$ cat src/hw/rtl/pnc_pkg.sv
package pnc_pkg;

    // coordinate format
    localparam int COORD_W   = 32;
    localparam int FRAC_BITS = 16;
    // magnitude of a coordinate difference
    localparam int MAG_W     = COORD_W + 1;

    // near plane reset value, 1.0 in fixed point
    localparam logic [COORD_W-1:0] ZLIM_RESET = COORD_W'(64'd1 << FRAC_BITS);

    // register map
    localparam int APB_ADDR_W = 3;
    localparam logic [APB_ADDR_W-1:0] ADDR_Z_LIMIT = APB_ADDR_W'(0);

    // request to the shared multiply-divide unit
    typedef struct packed {
        logic             start;
        logic [MAG_W-1:0] num;
        logic [MAG_W-1:0] mag;
        logic [MAG_W-1:0] den;
    } t_md_req;

endpackage

$ cat src/hw/rtl/pnc_muldiv.sv
module pnc_muldiv (
    input  logic                          i_clk,
    input  logic                          i_rst_n,
    input  pnc_pkg::t_md_req              i_req,
    output logic                          o_done,
    output logic [pnc_pkg::MAG_W-1:0]     o_quot
);

    localparam int MW    = pnc_pkg::MAG_W;
    localparam int SUM_W = MW + 2;
    localparam int CNT_W = $clog2(MW);

    localparam logic [1:0] U_IDLE = 2'd0;
    localparam logic [1:0] U_MUL  = 2'd1;
    localparam logic [1:0] U_DIV  = 2'd2;

    logic [1:0]       r_state, n_state;
    logic [CNT_W-1:0] r_cnt, n_cnt;
    logic             r_done, n_done;
    logic [MW-1:0]    r_hi, n_hi;
    logic [MW-1:0]    r_lo, n_lo;
    logic [MW-1:0]    r_num, n_num;
    logic [MW-1:0]    r_den, n_den;

    logic [SUM_W-1:0] w_a, w_b, w_sum;
    logic             w_cin;
    logic [MW:0]      w_trial;
    logic             w_ge;

    // shared adder: accumulate in the multiply phase, trial subtract in the divide phase
    always_comb begin
        w_trial = {r_hi, r_lo[MW-1]};
        if (r_state == U_DIV) begin
            w_a   = {1'b0, w_trial};
            w_b   = ~{2'b00, r_den};
            w_cin = 1'b1;
        end else begin
            w_a   = {2'b00, r_hi};
            w_b   = r_lo[0] ? {2'b00, r_num} : '0;
            w_cin = 1'b0;
        end
        w_sum = w_a + w_b + SUM_W'(w_cin);
        w_ge  = ~w_sum[SUM_W-1];
    end

    // sequencer: shift-add multiply, then restoring divide of the product
    always_comb begin
        n_state = r_state;
        n_cnt   = r_cnt;
        n_done  = 1'b0;
        n_hi    = r_hi;
        n_lo    = r_lo;
        n_num   = r_num;
        n_den   = r_den;
        unique case (r_state)
            U_IDLE: begin
                if (i_req.start) begin
                    n_hi    = '0;
                    n_lo    = i_req.mag;
                    n_num   = i_req.num;
                    n_den   = i_req.den;
                    n_cnt   = CNT_W'(MW - 1);
                    n_state = U_MUL;
                end
            end
            U_MUL: begin
                n_hi = w_sum[MW:1];
                n_lo = {w_sum[0], r_lo[MW-1:1]};
                if (r_cnt == '0) begin
                    n_cnt   = CNT_W'(MW - 1);
                    n_state = U_DIV;
                end else begin
                    n_cnt = r_cnt - 1'b1;
                end
            end
            U_DIV: begin
                n_hi = w_ge ? w_sum[MW-1:0] : w_trial[MW-1:0];
                n_lo = {r_lo[MW-2:0], w_ge};
                if (r_cnt == '0) begin
                    n_done  = 1'b1;
                    n_state = U_IDLE;
                end else begin
                    n_cnt = r_cnt - 1'b1;
                end
            end
            default: begin
                n_state = U_IDLE;
            end
        endcase
    end

    // control registers
    always_ff @(posedge i_clk) begin
        if (!i_rst_n) begin
            r_state <= U_IDLE;
            r_done  <= 1'b0;
            r_cnt   <= '0;
        end else begin
            r_state <= n_state;
            r_done  <= n_done;
            r_cnt   <= n_cnt;
        end
    end

    // datapath registers
    always_ff @(posedge i_clk) begin
        r_hi  <= n_hi;
        r_lo  <= n_lo;
        r_num <= n_num;
        r_den <= n_den;
    end

    assign o_done = r_done;
    assign o_quot = r_lo;

endmodule

$ cat src/hw/rtl/polygon_near_plane_clip.sv
// Each intersection result works out two axes in turn on the muldiv unit, each axis
// taking 33 multiply steps and 33 divide steps.
// The input is not ready while a vertex is in work; the output register lets the last
// result wait to be taken.
// Reset: synchronous active low; clears the sequencer, polygon state and z_limit to 1.0.
module polygon_near_plane_clip (
    input  logic                                   i_clk,
    input  logic                                   i_rst_n,
    // vertex requests
    input  logic                                   i_in_valid,
    output logic                                   o_in_ready,
    input  logic signed [pnc_pkg::COORD_W-1:0]     i_vert_x,
    input  logic signed [pnc_pkg::COORD_W-1:0]     i_vert_y,
    input  logic signed [pnc_pkg::COORD_W-1:0]     i_vert_z,
    input  logic                                   i_last_vertex,
    // result requests
    output logic                                   o_out_valid,
    input  logic                                   i_out_ready,
    output logic signed [pnc_pkg::COORD_W-1:0]     o_out_x,
    output logic signed [pnc_pkg::COORD_W-1:0]     o_out_y,
    output logic signed [pnc_pkg::COORD_W-1:0]     o_out_z,
    output logic                                   o_has_vertex,
    output logic                                   o_polygon_end,
    output logic                                   o_polygon_empty,
    // configuration port
    input  logic                                   psel,
    input  logic                                   penable,
    input  logic                                   pwrite,
    input  logic [pnc_pkg::APB_ADDR_W-1:0]         paddr,
    input  logic [31:0]                            pwdata,
    output logic [31:0]                            prdata,
    output logic                                   pready
);

    localparam int CW = pnc_pkg::COORD_W;
    localparam int MW = pnc_pkg::MAG_W;

    localparam logic [2:0] S_IDLE = 3'd0;
    localparam logic [2:0] S_SCAN = 3'd1;
    localparam logic [2:0] S_MDX  = 3'd2;
    localparam logic [2:0] S_MDY  = 3'd3;
    localparam logic [2:0] S_EMIT = 3'd4;

    // result slots of one vertex: edge cut, edge end, closing cut, closing end
    localparam logic [1:0] SLOT_CUT1 = 2'd0;
    localparam logic [1:0] SLOT_END1 = 2'd1;
    localparam logic [1:0] SLOT_CUT2 = 2'd2;
    localparam logic [1:0] SLOT_END2 = 2'd3;

    // control state
    logic [2:0]    r_state, n_state;
    logic [CW-1:0] r_zlim, n_zlim;
    logic          r_in_poly, n_in_poly;
    logic          r_any, n_any;
    logic          r_last, n_last;
    logic [3:0]    r_mask, n_mask;
    logic [1:0]    r_slot, n_slot;
    logic          r_step_out, n_step_out;
    logic          r_out_valid, n_out_valid;

    // vertex registers
    logic [CW-1:0] r_cur_x, r_cur_y, r_cur_z, n_cur_x, n_cur_y, n_cur_z;
    logic [CW-1:0] r_prev_x, r_prev_y, r_prev_z, n_prev_x, n_prev_y, n_prev_z;
    logic [CW-1:0] r_first_x, r_first_y, r_first_z, n_first_x, n_first_y, n_first_z;

    // staged result and output register
    logic [CW-1:0] r_res_x, r_res_y, r_res_z, n_res_x, n_res_y, n_res_z;
    logic          r_res_has, r_res_end, r_res_empty, n_res_has, n_res_end, n_res_empty;
    logic [CW-1:0] r_out_x, r_out_y, r_out_z, n_out_x, n_out_y, n_out_z;
    logic          r_out_has, r_out_end, r_out_empty, n_out_has, n_out_end, n_out_empty;

    // edge operands and unit link
    logic              w_close;
    logic [CW-1:0]     w_sx, w_sy, w_sz, w_ex, w_ey, w_ez;
    logic [MW-1:0]     w_num, w_den, w_mag_x, w_mag_y;
    logic              w_neg_x, w_neg_y;
    logic [CW-1:0]     w_first_z_eff;
    logic              w_vis_cur, w_vis_prev, w_vis_first;
    logic [1:0]        w_scan_slot;
    logic [3:0]        w_rest;
    logic              w_in_acc, w_cfg_wr;
    pnc_pkg::t_md_req  w_md_req;
    logic              w_md_done;
    logic [MW-1:0]     w_md_quot;

    function automatic logic f_vis(input logic [CW-1:0] z, input logic [CW-1:0] lim);
        return $signed(z) >= $signed(lim);
    endfunction

    // magnitude of b - a
    function automatic logic [MW-1:0] f_absdiff(input logic [CW-1:0] a,
                                                input logic [CW-1:0] b);
        logic [MW-1:0] d;
        d = {b[CW-1], b} - {a[CW-1], a};
        return d[MW-1] ? (~d + 1'b1) : d;
    endfunction

    pnc_muldiv u_muldiv (
        .i_clk   (i_clk),
        .i_rst_n (i_rst_n),
        .i_req   (w_md_req),
        .o_done  (w_md_done),
        .o_quot  (w_md_quot)
    );

    // configuration access
    assign pready   = 1'b1;
    assign w_cfg_wr = psel && penable && pwrite && (paddr == pnc_pkg::ADDR_Z_LIMIT);
    assign prdata   = (paddr == pnc_pkg::ADDR_Z_LIMIT) ? r_zlim : '0;

    // handshakes
    assign o_in_ready = (r_state == S_IDLE);
    assign w_in_acc   = i_in_valid && o_in_ready;

    // visibility of the arriving vertex against previous and first
    always_comb begin
        w_first_z_eff = r_in_poly ? r_first_z : i_vert_z;
        w_vis_cur     = f_vis(i_vert_z, r_zlim);
        w_vis_prev    = f_vis(r_prev_z, r_zlim);
        w_vis_first   = f_vis(w_first_z_eff, r_zlim);
    end

    // edge endpoints: edge runs prev to cur, closing edge cur to first
    // while a slot is being picked, the picked slot already selects the edge
    always_comb begin
        w_close = (r_state == S_SCAN) ? w_scan_slot[1] : r_slot[1];
        w_sx = w_close ? r_cur_x   : r_prev_x;
        w_sy = w_close ? r_cur_y   : r_prev_y;
        w_sz = w_close ? r_cur_z   : r_prev_z;
        w_ex = w_close ? r_first_x : r_cur_x;
        w_ey = w_close ? r_first_y : r_cur_y;
        w_ez = w_close ? r_first_z : r_cur_z;
        w_num   = f_absdiff(w_sz, r_zlim);
        w_den   = f_absdiff(w_sz, w_ez);
        w_mag_x = f_absdiff(w_sx, w_ex);
        w_mag_y = f_absdiff(w_sy, w_ey);
        w_neg_x = $signed(w_ex) < $signed(w_sx);
        w_neg_y = $signed(w_ey) < $signed(w_sy);
    end

    // next pending slot, lowest first
    always_comb begin
        if (r_mask[0]) begin
            w_scan_slot = SLOT_CUT1;
        end else if (r_mask[1]) begin
            w_scan_slot = SLOT_END1;
        end else if (r_mask[2]) begin
            w_scan_slot = SLOT_CUT2;
        end else begin
            w_scan_slot = SLOT_END2;
        end
        w_rest = r_mask & ~(4'b0001 << w_scan_slot);
    end

    // sequencer
    always_comb begin
        n_state     = r_state;
        n_zlim      = w_cfg_wr ? pwdata[CW-1:0] : r_zlim;
        n_in_poly   = r_in_poly;
        n_any       = r_any;
        n_last      = r_last;
        n_mask      = r_mask;
        n_slot      = r_slot;
        n_step_out  = r_step_out;
        n_out_valid = r_out_valid && !i_out_ready;
        n_cur_x     = r_cur_x;
        n_cur_y     = r_cur_y;
        n_cur_z     = r_cur_z;
        n_prev_x    = r_prev_x;
        n_prev_y    = r_prev_y;
        n_prev_z    = r_prev_z;
        n_first_x   = r_first_x;
        n_first_y   = r_first_y;
        n_first_z   = r_first_z;
        n_res_x     = r_res_x;
        n_res_y     = r_res_y;
        n_res_z     = r_res_z;
        n_res_has   = r_res_has;
        n_res_end   = r_res_end;
        n_res_empty = r_res_empty;
        n_out_x     = r_out_x;
        n_out_y     = r_out_y;
        n_out_z     = r_out_z;
        n_out_has   = r_out_has;
        n_out_end   = r_out_end;
        n_out_empty = r_out_empty;
        w_md_req.start = 1'b0;
        w_md_req.num   = w_num;
        w_md_req.den   = w_den;
        w_md_req.mag   = w_mag_x;

        unique case (r_state)
            S_IDLE: begin
                if (w_in_acc) begin
                    n_cur_x    = i_vert_x;
                    n_cur_y    = i_vert_y;
                    n_cur_z    = i_vert_z;
                    n_last     = i_last_vertex;
                    n_step_out = 1'b0;
                    if (!r_in_poly) begin
                        n_first_x = i_vert_x;
                        n_first_y = i_vert_y;
                        n_first_z = i_vert_z;
                        n_any     = 1'b0;
                        n_in_poly = 1'b1;
                    end
                    n_mask[SLOT_CUT1] = r_in_poly && (w_vis_prev != w_vis_cur);
                    n_mask[SLOT_END1] = r_in_poly && w_vis_cur;
                    n_mask[SLOT_CUT2] = i_last_vertex && (w_vis_cur != w_vis_first);
                    n_mask[SLOT_END2] = i_last_vertex && w_vis_first;
                    n_state = S_SCAN;
                end
            end
            S_SCAN: begin
                if (r_mask == '0) begin
                    if (r_last && !r_step_out) begin
                        // nothing from the closing vertex: end marker
                        n_res_x     = '0;
                        n_res_y     = '0;
                        n_res_z     = '0;
                        n_res_has   = 1'b0;
                        n_res_end   = 1'b1;
                        n_res_empty = !r_any;
                        n_state     = S_EMIT;
                    end else begin
                        n_prev_x  = r_cur_x;
                        n_prev_y  = r_cur_y;
                        n_prev_z  = r_cur_z;
                        n_in_poly = !r_last;
                        n_state   = S_IDLE;
                    end
                end else begin
                    n_slot      = w_scan_slot;
                    n_mask      = w_rest;
                    n_res_end   = r_last && (w_rest == '0);
                    n_res_has   = 1'b1;
                    n_res_empty = 1'b0;
                    if (w_scan_slot[0]) begin
                        // visible edge end
                        n_res_x = (w_scan_slot == SLOT_END2) ? r_first_x : r_cur_x;
                        n_res_y = (w_scan_slot == SLOT_END2) ? r_first_y : r_cur_y;
                        n_res_z = (w_scan_slot == SLOT_END2) ? r_first_z : r_cur_z;
                        n_state = S_EMIT;
                    end else begin
                        n_state = S_MDX;
                    end
                end
            end
            S_MDX: begin
                // slot is settled here, so operands are those of the crossing edge
                if (w_md_done) begin
                    n_res_x = w_neg_x ? (w_sx - w_md_quot[CW-1:0])
                                      : (w_sx + w_md_quot[CW-1:0]);
                    w_md_req.start = 1'b1;
                    w_md_req.mag   = w_mag_y;
                    n_state        = S_MDY;
                end
            end
            S_MDY: begin
                w_md_req.mag = w_mag_y;
                if (w_md_done) begin
                    n_res_y = w_neg_y ? (w_sy - w_md_quot[CW-1:0])
                                      : (w_sy + w_md_quot[CW-1:0]);
                    n_res_z = r_zlim;
                    n_state = S_EMIT;
                end
            end
            S_EMIT: begin
                if (!r_out_valid || i_out_ready) begin
                    n_out_x     = r_res_x;
                    n_out_y     = r_res_y;
                    n_out_z     = r_res_z;
                    n_out_has   = r_res_has;
                    n_out_end   = r_res_end;
                    n_out_empty = r_res_empty;
                    n_out_valid = 1'b1;
                    n_step_out  = 1'b1;
                    if (r_res_has) begin
                        n_any = 1'b1;
                    end
                    n_state = S_SCAN;
                end
            end
            default: begin
                n_state = S_IDLE;
            end
        endcase

        // first axis starts as the crossing slot is picked
        if (r_state == S_SCAN && r_mask != '0 && !w_scan_slot[0]) begin
            w_md_req.start = 1'b1;
        end
    end

    // control registers
    always_ff @(posedge i_clk) begin
        if (!i_rst_n) begin
            r_state     <= S_IDLE;
            r_zlim      <= pnc_pkg::ZLIM_RESET;
            r_in_poly   <= 1'b0;
            r_any       <= 1'b0;
            r_last      <= 1'b0;
            r_mask      <= '0;
            r_slot      <= SLOT_CUT1;
            r_step_out  <= 1'b0;
            r_out_valid <= 1'b0;
        end else begin
            r_state     <= n_state;
            r_zlim      <= n_zlim;
            r_in_poly   <= n_in_poly;
            r_any       <= n_any;
            r_last      <= n_last;
            r_mask      <= n_mask;
            r_slot      <= n_slot;
            r_step_out  <= n_step_out;
            r_out_valid <= n_out_valid;
        end
    end

    // payload registers
    always_ff @(posedge i_clk) begin
        r_cur_x     <= n_cur_x;
        r_cur_y     <= n_cur_y;
        r_cur_z     <= n_cur_z;
        r_prev_x    <= n_prev_x;
        r_prev_y    <= n_prev_y;
        r_prev_z    <= n_prev_z;
        r_first_x   <= n_first_x;
        r_first_y   <= n_first_y;
        r_first_z   <= n_first_z;
        r_res_x     <= n_res_x;
        r_res_y     <= n_res_y;
        r_res_z     <= n_res_z;
        r_res_has   <= n_res_has;
        r_res_end   <= n_res_end;
        r_res_empty <= n_res_empty;
        r_out_x     <= n_out_x;
        r_out_y     <= n_out_y;
        r_out_z     <= n_out_z;
        r_out_has   <= n_out_has;
        r_out_end   <= n_out_end;
        r_out_empty <= n_out_empty;
    end

    assign o_out_valid     = r_out_valid;
    assign o_out_x         = r_out_x;
    assign o_out_y         = r_out_y;
    assign o_out_z         = r_out_z;
    assign o_has_vertex    = r_out_has;
    assign o_polygon_end   = r_out_end;
    assign o_polygon_empty = r_out_empty;

endmodule

$ cat config.mk
export PLATFORM = sky130hd
export DESIGN_NAME = polygon_near_plane_clip
export DESIGN_NICKNAME = d
export VERILOG_FILES = /design/src/hw/rtl/pnc_pkg.sv /design/src/hw/rtl/pnc_muldiv.sv /design/src/hw/rtl/polygon_near_plane_clip.sv
export SDC_FILE = /design/constraint.sdc
export NUM_CORES = 2
export LEC_CHECK = 0
export ABC_AREA = 1
export ABC_CLOCK_PERIOD_IN_PS = 25100
export BUFFER_PORTS_ARGS = -buffer_cell sky130_fd_sc_hd__buf_2
export CAP_MARGIN = 20
export CORE_MARGIN = 2
export CORE_UTILIZATION = 35
export CTS_CLUSTER_SIZE = 10
export DETAILED_ROUTE_END_ITERATION = 7
export PLACE_DENSITY_LB_ADDON = 0.1
export SYNTH_ARGS = -nofsm -noshare
export SYNTH_HDL_FRONTEND = slang
export SYNTH_SLANG_ARGS = --single-unit
$ cat constraint.sdc
create_clock -name i_clk -period 25.1 [get_ports i_clk]
set_input_delay 5.02 -clock i_clk [delete_from_list [all_inputs] [get_ports i_clk]]
set_output_delay 5.02 -clock i_clk [all_outputs]
set_load 0.03 [all_outputs]
Word level (Yosys, flattened, before mapping):

Index checks and enable logic that the tools add are counted.
W data, S select, Z words.

* flip-flop bits (word level): 673
* bits in latches: 0
* memory bits (writable): 0
* ROM bits: 0
* memories: 0

* add/subtract/negate cells: 15
* multiply operators: 0
* div/mod/pow operators: 0
* order comparisons: 5
* equality and inequality tests: 25
* shifts and indexed selects: 1
* muxes and demuxes: 86
* bitwise logic cells: 11
* reduce and logical (&&, ||, !) cells: 50

Operator list (count)
* $mux W32: 25
* $mux W33: 7
* $pmux W33 S3: 2
* $pmux W32 S2: 3
* $add A33 B1 Y33 const B: 4
* $not A33 Y33: 4
* $sub A32 B32 Y33: 4
* $ge A32 B32 Y1: 3
* $pmux W33 S2: 1
* $add A32 B32 Y32: 2
* $lt A32 B32 Y1: 2
* $sub A32 B32 Y32: 2
* $add A34 B35 Y35: 1
* $add A35 B1 Y35: 1
* $mux W35: 1
* $not A33 Y35: 1
* $mux W34: 1
* $mux W1: 22
* $mux W3: 7
* $mux W6: 3
* $pmux W6 S3: 1
* $reduce_and A3 Y1: 6
* $reduce_and A4 Y1: 4
* $pmux W3 S5: 1
* 31 further kinds: 85

Depth between registers and ports, before layout:

* depth in word-level cells: 13
* gate-level depth with buffers: 44

Cells and area by module:

From an unflattened synthesis, not the netlist that was laid out.

* cell total of the unflattened synthesis: 6114
* area total of the unflattened synthesis: 48037.3 µm²

Modules (own cells, without submodules)
* polygon_near_plane_clip: times used 1, cells an instance 4872, area each 38684.6 µm²
* pnc_muldiv: times used 1, cells an instance 1242, area each 9352.7 µm²

Least setup slack after synthesis:

OpenSTA, ideal clock, no wires.

* path kind: flip-flop to flip-flop
* start: register r_mask[1]
* end: register r_res_y[0] (enable)
* arrival time: 10829 ps
* data required time: 23736 ps
* slack: 12907 ps
* stages on the path, launching flop included: 9
* buffers on the path: 0
* period minus slack after synthesis: 12193 ps
* cell sequence: dfxtp_1 inv_1 nand2_1 nor2_1 clkinv_1 nor2_1 o21ai_0 nor2_1 nor4_1

* word-level cells in the longest chain between the ends: 4

Ends and longest elaborated chain
* from (decl): line polygon_near_plane_clip.sv:56 `logic [3:0] r_mask, n_mask;`
* from (signal assigned): line polygon_near_plane_clip.sv:313 `r_mask <= n_mask;`
* $mux W2: line polygon_near_plane_clip.sv:145 `end else if (r_mask[1]) begin`
* $mux W2: line polygon_near_plane_clip.sv:143 `if (r_mask[0]) begin`
* $ne A3 B2 Y1 (no source line)
* $reduce_and A4 Y1 (no source line) (*)
* to (signal assigned): line polygon_near_plane_clip.sv:332 `r_res_y <= n_res_y;`
* to (decl): line polygon_near_plane_clip.sv:67 `logic [CW-1:0] r_res_x, r_res_y, r_res_z, n_res_x, n_res_y, n_res_z;`

Every way passes the cells marked *; elsewhere a longest branch is shown, timed or not.
A chain may end at the register's enable or synchronous reset.

Worst setup path in the final report:

* start: input port paddr[1] (netlist name)
* end: output port prdata[4]

* word-level cells in the longest chain between the ends: 2

Ends and longest elaborated chain
* from (decl): line polygon_near_plane_clip.sv:29 `input logic [pnc_pkg::APB_ADDR_W-1:0] paddr,`
* $logic_not A3 Y1: line polygon_near_plane_clip.sv:109 `assign prdata = (paddr == pnc_pkg::ADDR_Z_LIMIT) ? r_zlim : '0;`
* $mux W32: line polygon_near_plane_clip.sv:109
* to (decl): line polygon_near_plane_clip.sv:31 `output logic [31:0] prdata,`

No other way between the ends.

==> metrics.md <==
| Metric | Value |
|---|---|
| Via count | `41100` |
| Port buffer count | `271` |
| Most frequent CP cell | `buf_2` |
| Top Family by Delay on Critical Path | `buffers and inverters` |
| Run status | `completed` |
| 1st-pass router iterations | `6` |
| Worst setup margin | `13.89 ns` |
| Max incr delay on CP | `a little over 0.4 ns` |
| GRT Resource Usage Total | `0.235` |
| Site Rows | `roughly 130` |
| Worst slew pin tran | `1.15 ns` |
| Netlist Area Pre-Place | `47200 µm²` |
| Net Count, Synth | `6257` |
| Data required, critical path | `20.08 ns` |
| Final Setup Violations | `0` |
| Final period util | `0.446` |
| Slew headroom | `0.228` |
| Root cell of the clock tree | `clkbuf_16` |
| Share of the synthesized area in the top cell type | `0.393` |
| Area delta synth->final | `12.5%` |
| DR WL/cell | `21.1 µm` |
| Finished Layout Cells | `7817` |
| Vias in the first global route | `38300` |
| Critical Path Source | `paddr[1]` |
| RSZ-0062 raised after global routing | `false` |
| Synth unique cells | `79` |
| Setup TNS | `0 ns` |
| Ys flop type | `edfxtp_1` |
| Placed cell count | `7680` |
| Synthesized flop and latch total | `672` |
| Drc violations | `0` |
| GPL Wtd Cong | `0.904` |
| Top Ports | `approximately 270` |
| Avg Synthesized Cell Area | `a little over 8 µm²` |
| Critical path launch point type | `primary input` |
| CP Depth | `5` |
| Max Slew Vio Count | `0` |
| R2R Path Start | `r_state[0]` |
| Clock transition at the registers of the reported paths | `about 0.050 ns` |
| FF-to-FF End | `r_res_x[29]` |
| CTS tree | `built` |
| Largest area contributor in the netlist | `edfxtp_1` |
| Pre-CTS WS | `between 10 and 15 ns` |
| Worst r2r path cells | `35` |
| Synth Warn # | `0` |
| Worst EP arrival | `~6.2 ns` |
| Worst Hold Class | `register to register` |
| Cell at the slowest stage of the critical path | `inv_1` |
| Worst-skew pair later-pin latency | `0.73 ns` |
| Register area share after synthesis | `0.416` |
| Hpwl dp | `125 mm` |
| Cell count after synthesis | `between 5000 and 6000` |
| Total grt overflow | `0` |
| Final Hold Vio Count | `0` |
| Largest net degree at the start of global routing | `between 90 and 100` |
| CTS resizes | `0` |
| # Max-Cap Violations | `0` |
| Antenna Violating Nets Remaining | `0` |
| Largest cells by area after synthesis | `edfxtp_1 (39%), nand2_1 (9.6%), ha_1 (8.7%)` |
| DR iter-0 viols | `3694` |
| Post-synth EDFFs | `618` |
| Final #Nets | `approximately 6500` |
| Share of layout cells above drive strength 1 | `0.107` |
| WL final | `around 170 mm` |
| Via density | `5.26` |
| Placed Area | `50500 µm²` |
| H-Tree Level Count | `3` |
| TritonCTS Buffers | `85` |
| Worst Path Max Fanout | `32` |
| CP endpoint | `prdata[4]` |
| Starting Density | `0.353` |
| Die height | `371 µm` |
| First-pass GRT wire length | `244 mm` |
| Nature of the critical path endpoint | `output port` |
| Bufs and invs on worst path | `3` |
| Worst-case clock buffer depth | `3` |
| Clk_skew | `0.0518 ns` |
| Design area | `between 50000 and 60000 µm²` |
| Reg2Reg Setup Slack | `16.40 ns` |
| Fmax | `89.2 MHz` |
| Initial antenna violation count | `15` |
| Fill count | `13900` |
| Core Region | `134000 µm²` |
| Die width | `~370 µm` |
| Die area | `138000 µm²` |
| Setup repair bufs after CTS | `0` |
| Min Clock Period, post-route | `11.21 ns` |
| Worst path cell trace | `buf_2, nor3_1, inv_1, nor2_1, buf_2` |
| Post-synth ARST share | `0` |
| Cts hold-fix bufs | `0` |
| Clock sinks | `672` |
| Worst setup path category | `primary input to output port` |
==> cells by family (layout without fill, tap and decap cells) <==
kind of cell             Yosys count  in the layout  share of synthesized area
buffers and inverters            859           1122                     0.0688
XOR/XNOR                         250            250                     0.0492
multiplexers                      30             30                    0.00636
adder cells (fa/ha/maj)          335            335                     0.0900
other                              1              4                  0.0000794
AO/OA/AOI/OAI                   1429           1429                      0.167
AND/OR/NAND/NOR                 2207           2207                      0.203
flip-flops                       672            672                      0.416
==> metal layers <==
metal  global-route usage  wire [µm]  part of all wire
met5                    0         47           0.00028
met4               0.0444       2730             0.017
met3               0.0338       9290             0.056
met2                0.346      69800              0.42
met1                0.362      83300              0.50
==> sequential cells by signal, summed over array words and instances (netlist names), 4 cells and up <==
name / flops
r_first_x: 32
r_zlim: 32
u_muldiv.o_quot: 33
r_prev_z: 32
r_res_z: 32
o_out_z: 32
u_muldiv.r_cnt: 6
u_muldiv.r_hi: 33
r_res_y: 32
u_muldiv.r_num: 33
r_first_z: 32
r_cur_x: 32
u_muldiv.r_den: 33
r_cur_y: 32
r_first_y: 32
r_prev_x: 32
r_res_x: 32
o_out_y: 32
o_out_x: 32
r_prev_y: 32
r_cur_z: 32
r_mask: 4
==> Yosys cell counts, types with 12 or more instances <==
library cell  number
a21oi_1          456
nand3b_1          27
edfxtp_1         618
buf_1             22
o22ai_1           49
nor2_1           422
nand3_1          219
o21a_1            29
mux2i_1           30
dfxtp_1           54
nor4_1            28
nand2_2           49
inv_1            663
o21ai_1           12
nand3_2           13
a31oi_1           38
o21ai_0          669
clkbuf_1         146
ha_1             327
a211oi_1          20
o211ai_1          44
a221oi_1          23
nor3_1            77
xor2_1           174
o21bai_1          13
nand4_1           49
or2_2             68
nand2_1         1204
xnor2_1           61
==> how the worst min path moves through the flow <==
stage	from	end	slack (ns)	cells after the start
after global placement	r_res_x[27]	o_out_x[27]	0.40	0
after global routing	r_res_y[23]	o_out_y[23]	0.42	0
final	r_res_y[27]	o_out_y[27]	0.41	0
after floorplan	r_res_x[0]	o_out_x[0]	0.40	0
after CTS	r_res_y[27]	o_out_y[27]	0.42	0
after detailed placement	r_res_x[21]	o_out_x[21]	0.40	0
==> area by class of cell <==
cell class | count | area, µm² | area share
tap | 1768 | 2210 | 0.0416
multi-input combinational | 4252 | 24500 | 0.460
timing repair buffer | 309 | 1640 | 0.0309
antenna | 3 | 7.51 | 0.000141
clock inverter | 30 | 369 | 0.00694
inverter | 679 | 2560 | 0.0481
clock buffer | 104 | 2260 | 0.0425
sequential | 672 | 19600 | 0.370
==> worst reg2reg max path: cells and delay by family (launching register included) <==
family                   cells  cell delay, ns
flip-flops                   1            0.53
buffers and inverters        6            2.04
adder cells (fa/ha/maj)      2            0.74
AO/OA/AOI/OAI                6            1.71
AND/OR/NAND/NOR             21            3.40
==> layout by cell type (no fill, tap or decap), types with 20 or more instances in the layout <==
cell type     n
inv_1       659
xnor2_1      61
mux2i_1      30
ha_1        325
a21oi_1     456
dfxtp_1      54
a221oi_1     23
nand2_2      50
nor4_1       27
o211ai_1     44
nor3_1       77
edfxtp_1    618
a211oi_1     20
clkbuf_16    85
buf_4        38
nand3b_1     27
nand2_1    1203
xor2_1      173
or2_2        68
nand4_1      49
o22ai_1      49
o21ai_0     669
nor2_1      413
buf_2       271
o21a_1       29
nand3_1     219
a31oi_1      38
==> per-stage QoR <==
step	hold WS, ns	utilization
2_1_floorplan	0.400	-
3_3_place_gp	0.402	0.378
3_5_place_dp	0.405	0.378
4_1_cts	0.416	0.397
5_1_grt	0.422	0.397
6_report	0.415	0.397
Power is not shown: default switching activity piles up to over one toggle a cycle in this logic, so the estimate is an artifact.
